File: src/design/crng_pkg.sv
package crng_pkg;

  typedef enum logic [1:0] {
    FUNC_SEED     = 2'd0,
    FUNC_ENTROPY  = 2'd1,
    FUNC_GENERATE = 2'd2,
    FUNC_NONE     = 2'd3
  } func_e;

  typedef enum logic [1:0] {
    ST_IDLE,
    ST_ROUND,
    ST_FEED,
    ST_EMIT
  } core_state_e;

  localparam logic [31:0] SIGMA0 = 32'h61707865;
  localparam logic [31:0] SIGMA1 = 32'h3320646e;
  localparam logic [31:0] SIGMA2 = 32'h79622d32;
  localparam logic [31:0] SIGMA3 = 32'h6b206574;
  localparam int unsigned NUM_WORDS = 16;
  localparam int unsigned QUEUE_DEPTH = 2;

  typedef logic [NUM_WORDS-1:0][31:0] block_t;

  typedef struct packed {
    func_e       func;
    logic [63:0] seed_value;
    logic [2:0]  seed_slot;
    logic [7:0]  entropy_byte;
    logic [2:0]  byte_slot;
    logic [31:0] timestamp;
    logic [63:0] hw_random;
    logic        hw_valid;
  } cmd_t;

  function automatic logic [31:0] rotl(input logic [31:0] x, input int unsigned n);
    rotl = (x << n) | (x >> (32 - n));
  endfunction

  // One column or diagonal quarter round on four words.
  function automatic logic [127:0] qround(input logic [31:0] a, input logic [31:0] b,
                                          input logic [31:0] c, input logic [31:0] d);
    logic [31:0] ta;
    logic [31:0] tb;
    logic [31:0] tc;
    logic [31:0] td;
    ta = a + b; td = rotl(d ^ ta, 16);
    tc = c + td; tb = rotl(b ^ tc, 12);
    ta = ta + tb; td = rotl(td ^ ta, 8);
    tc = tc + td; tb = rotl(tb ^ tc, 7);
    qround = {ta, tb, tc, td};
  endfunction

endpackage

File: src/design/crng_front.sv
// Accepts items into a short queue and drops the ones that have no effect.
module crng_front (
  input  logic                clk_i,
  input  logic                rst_ni,
  input  logic                in_valid_i,
  output logic                in_ready_o,
  input  crng_pkg::cmd_t      in_cmd_i,
  output logic                cmd_valid_o,
  input  logic                cmd_ready_i,
  output crng_pkg::cmd_t      cmd_o
);

  crng_pkg::cmd_t mem_q [crng_pkg::QUEUE_DEPTH];
  logic           wr_ptr_q;
  logic           rd_ptr_q;
  logic [1:0]     count_q;
  logic           keep;
  logic           push;
  logic           pop;

  assign keep = (in_cmd_i.func == crng_pkg::FUNC_ENTROPY)
             || (in_cmd_i.func == crng_pkg::FUNC_GENERATE)
             || (in_cmd_i.func == crng_pkg::FUNC_SEED && in_cmd_i.seed_slot <= 3'd4);
  assign in_ready_o  = (count_q != 2'(crng_pkg::QUEUE_DEPTH));
  assign push        = in_valid_i && in_ready_o && keep;
  assign cmd_valid_o = (count_q != 2'd0);
  assign pop         = cmd_valid_o && cmd_ready_i;
  assign cmd_o       = mem_q[rd_ptr_q];

  always_ff @(posedge clk_i) begin
    if (push) begin
      mem_q[wr_ptr_q] <= in_cmd_i;
    end
  end

  always_ff @(posedge clk_i or negedge rst_ni) begin
    if (!rst_ni) begin
      wr_ptr_q <= 1'b0;
      rd_ptr_q <= 1'b0;
      count_q  <= 2'd0;
    end else begin
      if (push) wr_ptr_q <= ~wr_ptr_q;
      if (pop) rd_ptr_q <= ~rd_ptr_q;
      count_q <= count_q + 2'(push) - 2'(pop);
    end
  end

endmodule

File: config.mk
export PLATFORM = sky130hd
export DESIGN_NAME = crng_front
export DESIGN_NICKNAME = d
export VERILOG_FILES = /design/src/design/crng_pkg.sv /design/src/design/crng_front.sv
export SDC_FILE = /design/constraint.sdc
export NUM_CORES = 1
export LEC_CHECK = 0
export BUFFER_PORTS_ARGS = -buffer_cell sky130_fd_sc_hd__buf_4
export CORE_UTILIZATION = 36
export CTS_CLUSTER_DIAMETER = 150
export CTS_CLUSTER_SIZE = 8
export DETAILED_ROUTE_END_ITERATION = 16
export PLACE_DENSITY = 0.68
export SYNTH_ARGS = -nofsm -noshare
export SYNTH_HDL_FRONTEND = slang
export SYNTH_SLANG_ARGS = --single-unit
File: constraint.sdc
create_clock -name clk_i -period 15.8 [get_ports clk_i]
set_input_delay 1.58 -clock clk_i [delete_from_list [all_inputs] [get_ports clk_i]]
set_output_delay 1.58 -clock clk_i [all_outputs]
set_load 0.005 [all_outputs]
Yosys cells after proc, flatten, opt, wreduce, memory -nomap -nowiden
Memories as Yosys holds them, arrays and structs flattened.
Index checks and enable logic that the tools add are counted.
Storage, ports and cells
  flip-flop bits (word level): 4
  RAM bits: 354
  input port bits: 181
  output and inout bits: 179
  logic and storage cells: 22
  memories: 1
Operators by class
  add/sub/neg operators: 2
  $lt $le $gt $ge: 1
  eq/ne operators: 3
  multiplexer cells: 2
  bitwise logic cells: 2
  reduce and logical (&&, ||, !) cells: 8
Memories
  mem_q: words 2, bits a word 177, rd ports 1, clocked after Yosys merged registers in 0, wr ports 1, line crng_front.sv:13  | crng_pkg::cmd_t mem_q [crng_pkg::QUEUE_DEPTH];
Operator list (count)
  1-bit logical AND: 4
  3-bit less-or-equal comparator, second input constant: 1
  2-bit by 1-bit adder with 2-bit output: 1
  2-bit by 1-bit == test with 1-bit output, second input constant: 1
  2-bit == test, second input constant: 1
  2-bit zero test: 1
  1-bit logical OR: 2
  1-bit two-way mux: 2
  2-bit != test, second input constant: 1
  1-bit inverter: 2
  2-bit nonzero test: 1
  2-bit by 1-bit subtractor with 2-bit output: 1

Logic depth before layout (Yosys ltp)
  depth after elaboration: 6
  gate-level depth with buffers: 9
  gate-level depth less buffers: 9

Worst setup path before layout
No wires, ideal clock.
  path kind: input to register
  start: in in_cmd_i[175] in the netlist's numbering
  end: mem mem_q[0][0] in the netlist's numbering, enable pin
  setup time: 717 ps
  arrival: 9582 ps
  required time: 15083 ps
  path slack: 5501 ps
  stages on the path: 5
  buffers on the path: 0
  cells stage by stage: inv_1 > ha_1 > nor3b_1 > o311ai_4 > nor2_1
Between the ends
  cells in the longest elaborated chain, start to end: 6
  elaborated cells between the ends (all ways): 9
  classes of those cells: eq/ne (2); mux (2); reduce/logical (5)
Ends and longest elaborated chain
  from (decl): line crng_front.sv:7  | input crng_pkg::cmd_t in_cmd_i,
  2-bit by 1-bit == test with 1-bit output (tied with other cells): line crng_front.sv:21  | assign keep = (in_cmd_i.func == crng_pkg::FUNC_ENTROPY)
  1-bit logical OR or 1-bit logical AND (tied branches): line crng_front.sv:22, crng_front.sv:23
  1-bit logical OR (*): line crng_front.sv:23  | || (in_cmd_i.func == crng_pkg::FUNC_SEED && in_cmd_i.seed_slot <= 3'd4);
  1-bit logical AND (*): line crng_front.sv:25  | assign push = in_valid_i && in_ready_o && keep;
  1-bit two-way mux (*): line crng_front.sv:31  | if (push) begin
  1-bit two-way mux (implied by the code) (*): line crng_front.sv:32  | mem_q[wr_ptr_q] <= in_cmd_i;
  to (decl): line crng_front.sv:13
Every way passes the cells marked *; elsewhere a longest branch is shown, timed or not.

==> impl_metrics.yaml <==
synthesis:
  synth-xor-area-share: 0.002605
  synth-compound-area-share: 0.001953
  syn_area_sq_mm: 0.01345
  synth-simple-area-share: 0.002977
  syn_inst: 574
  synth_mux_area_frac: 0.1764
  yosysSeqAreaShare: 0.7978
  ys_warn_count: 0
  synth_top_family_by_area: "multiplexers"
  ys.flop_type: "edfxtp_1"
  synth_cell_types: 17
  avgSynthCellArea_sq_um: 23.43
  synth-async-reset-ratio: 0.01117
  synthAdderAreaFrac: 0.002791
  synth_edf_count: 354
  ys_ff_latch: 358
  syn_nets: 758
sta:
  setup_violations: 0
  fmax_mhz: 198.4
  maxSlewHeadroom: 0.3030
  period_share: 0.3190
  fin_worst_skew_ps: 16.52
  hold_viol_final: 0
  rsz0062_at_grt: "false"
  worst_pin_slew_ps: 1045
  finalCriticalPeriod_ps: 5040
  final-max-slew-violation-count: 0
  setup_tns_ps: 0
pwr:
  ir_worst_vdd_uv: 113.0
  p_comb_frac: 0.283
  seqPwrFrac: 0.415
  power_density_mw_per_mm2: 169.9
  power_frac_clock: 0.301
  p_int_mw: 2.293
  p_sw_frac: 0.2481
  power.switching_mw: 0.7567
  p_leak_nw: 6.910
floorplan:
  pin_count: 360
  die_y_um: 195.3
  coreArea_sq_mm: 0.03670
  rows: 70
  die_area_sq_mm: 0.03814
  die_w_um: 195.3
  initial_core_util: 0.3665
detailed_routing:
  vias: 6674
  drc: 0
  wl_per_cell_um: 18.80
  firstDrtPassIters: 5
  finalWirelength_um: 27290
  viasPerCell: 4.600
  drtIter0Drc: 247
  ant_nets: 0
cts:
  postCtsHoldBufs: 0
  clockBufferDepth: 3
  cts_tree: "done"
  clock-sinks: 358
  clock-root-buffer: "clkbuf_16"
  clk_pin_slew_ps: 40
  cts_setup_buffers: 0
  clk_latency_ps: 540
  ctsResizeCount: 0
  cts_max_level: 2
  numCtsBuffers: 50
setup_path:
  cp-start-kind: "register"
  cpMostUsedCell: "buf_4"
  end_kind: "output port"
  cp.arrival_ps: 3460
  path_cells: "buf_4, buf_4, mux2_4, buf_4"
  crit_path_top_delay_cell: "buf_4"
  crit_required_ps: 14220
  max_stage_delay_ps: 820
  crit_type: "register to output port"
  cp_max_fo: 57
global_route:
  grt.total_usage: 0.1391
  grt_pass1_wl_um: 39520
  antenna_found_initial: 1
  gr-total-overflow: 0
  grt_pass1_vias: 6746
  grt_max_degree: 68
cells_and_area:
  final_cell_mix: "368 x buf_4, 354 x edfxtp_1, 101 x mux2_4, 76 x mux2_2, 51 x clkbuf_16"
  insertedDiodeCount: 0
  final_common_cell: "buf_4"
  fill_cells: 3018
  drive_gt1_frac: 0.6134
  final_core_util: 0.4892
  syn_to_final_growth_pct: 33.47
  num-nets-final: 1158
place:
  gp_congestion: 0.7462
  port_buffers: 359
  hpwlAfterDp_um: 18550
worst_hold_path:
  min_path_type: "register to register"
run_status:
  status: "finished, final reports clean"
run:
  cap_violations: 0
## synthesized netlist by cell type, drive strengths merged, types with 2 or more instances
cell type	number	share of area
edfxtp	354	0.79
mux2	177	0.18
xnor2	3	0.0020
buf	20	0.014
inv	4	0.0011
ha	3	0.0028
dfrtp	4	0.0074
nor2	2	0.00056
## worst max-delay path: cells and delay by family, from the launching register on
| family | cells | cell delay (ps) |
|---|---|---|
| buf+inv | 3 | 1700 |
| flops | 1 | 750 |
| mux | 1 | 360 |
## state kept, by name, indices dropped and copies added, names as in the netlist
register / flops
mem_q: 354
count_q: 2
rd_ptr_q: 1
wr_ptr_q: 1
## cell type report
class	count	area [sq um]	share of cell area
multi-input combinational	192	2526	0.1407
clock buffer	60	1320	0.07353
timing repair buffer	368	2763	0.1539
inverter	4	15.01	0.0008364
sequential	358	10730	0.5979
tap	468	585.6	0.03262
clock inverter	1	8.758	0.0004879
## routing by layer
| metal | track usage | vias to the layer above | part of all wire |
|---|---|---|---|
| met5 | 0 | - | 0.00048 |
| met4 | 0.04199 | 2 | 0.019 |
| met3 | 0.05544 | 46 | 0.098 |
| met2 | 0.2238 | 323 | 0.47 |
| met1 | 0.1721 | 3234 | 0.41 |
| li1 | - | 3069 | - |
## path summary, 6_finish.rpt
path | from | endpoint | slack (ps) | cells after the start
max reg2reg | count_q[1] | mem_q[1][71] | 13110 | 5
max in group asynchronous | rst_ni | rd_ptr_q | 14840 | 1
max | rd_ptr_q | cmd_o[80] | 10760 | 4
min reg2reg | count_q[1] | count_q[1] | 510 | 1
min | count_q[1] | count_q[1] | 510 | 1
min in group asynchronous | rst_ni | count_q[0] | 830 | 1
## power by group through the flow
stage          registers (mW)  logic, mW  clock network [mW]
4_1_cts                  1.27      0.885               0.944
5_1_grt                  1.28      0.923               0.983
3_3_place_gp             1.28      0.877                   0
6_report                 1.27      0.864               0.919
2_1_floorplan            1.30      0.520                   0
3_5_place_dp             1.29      0.882                   0
## per-stage QoR
step | total power [mW] | setup slack (ps) | hold slack (ps) | instance area, sq um | instances
floorplan | 1.818 | 5501 | 460.4 | 13450 | 574
global placement | 2.158 | 11300 | 486.6 | 16620 | 1390
detailed placement | 2.167 | 11260 | 498.5 | 16620 | 1390
CTS | 3.098 | 10690 | 508.2 | 17950 | 1451
global route | 3.185 | 10580 | 533.7 | 17950 | 1451
finish | 3.050 | 10760 | 506.3 | 17950 | 1451
## logic make-up after synthesis
group           after synthesis
simple gates                  7
flops                       358
buf+inv                      24
mux                         177
fa+ha+maj                     3
xor+xnor                      4
compound gates                1
Note: power is estimated with default switching activity, not from simulation.
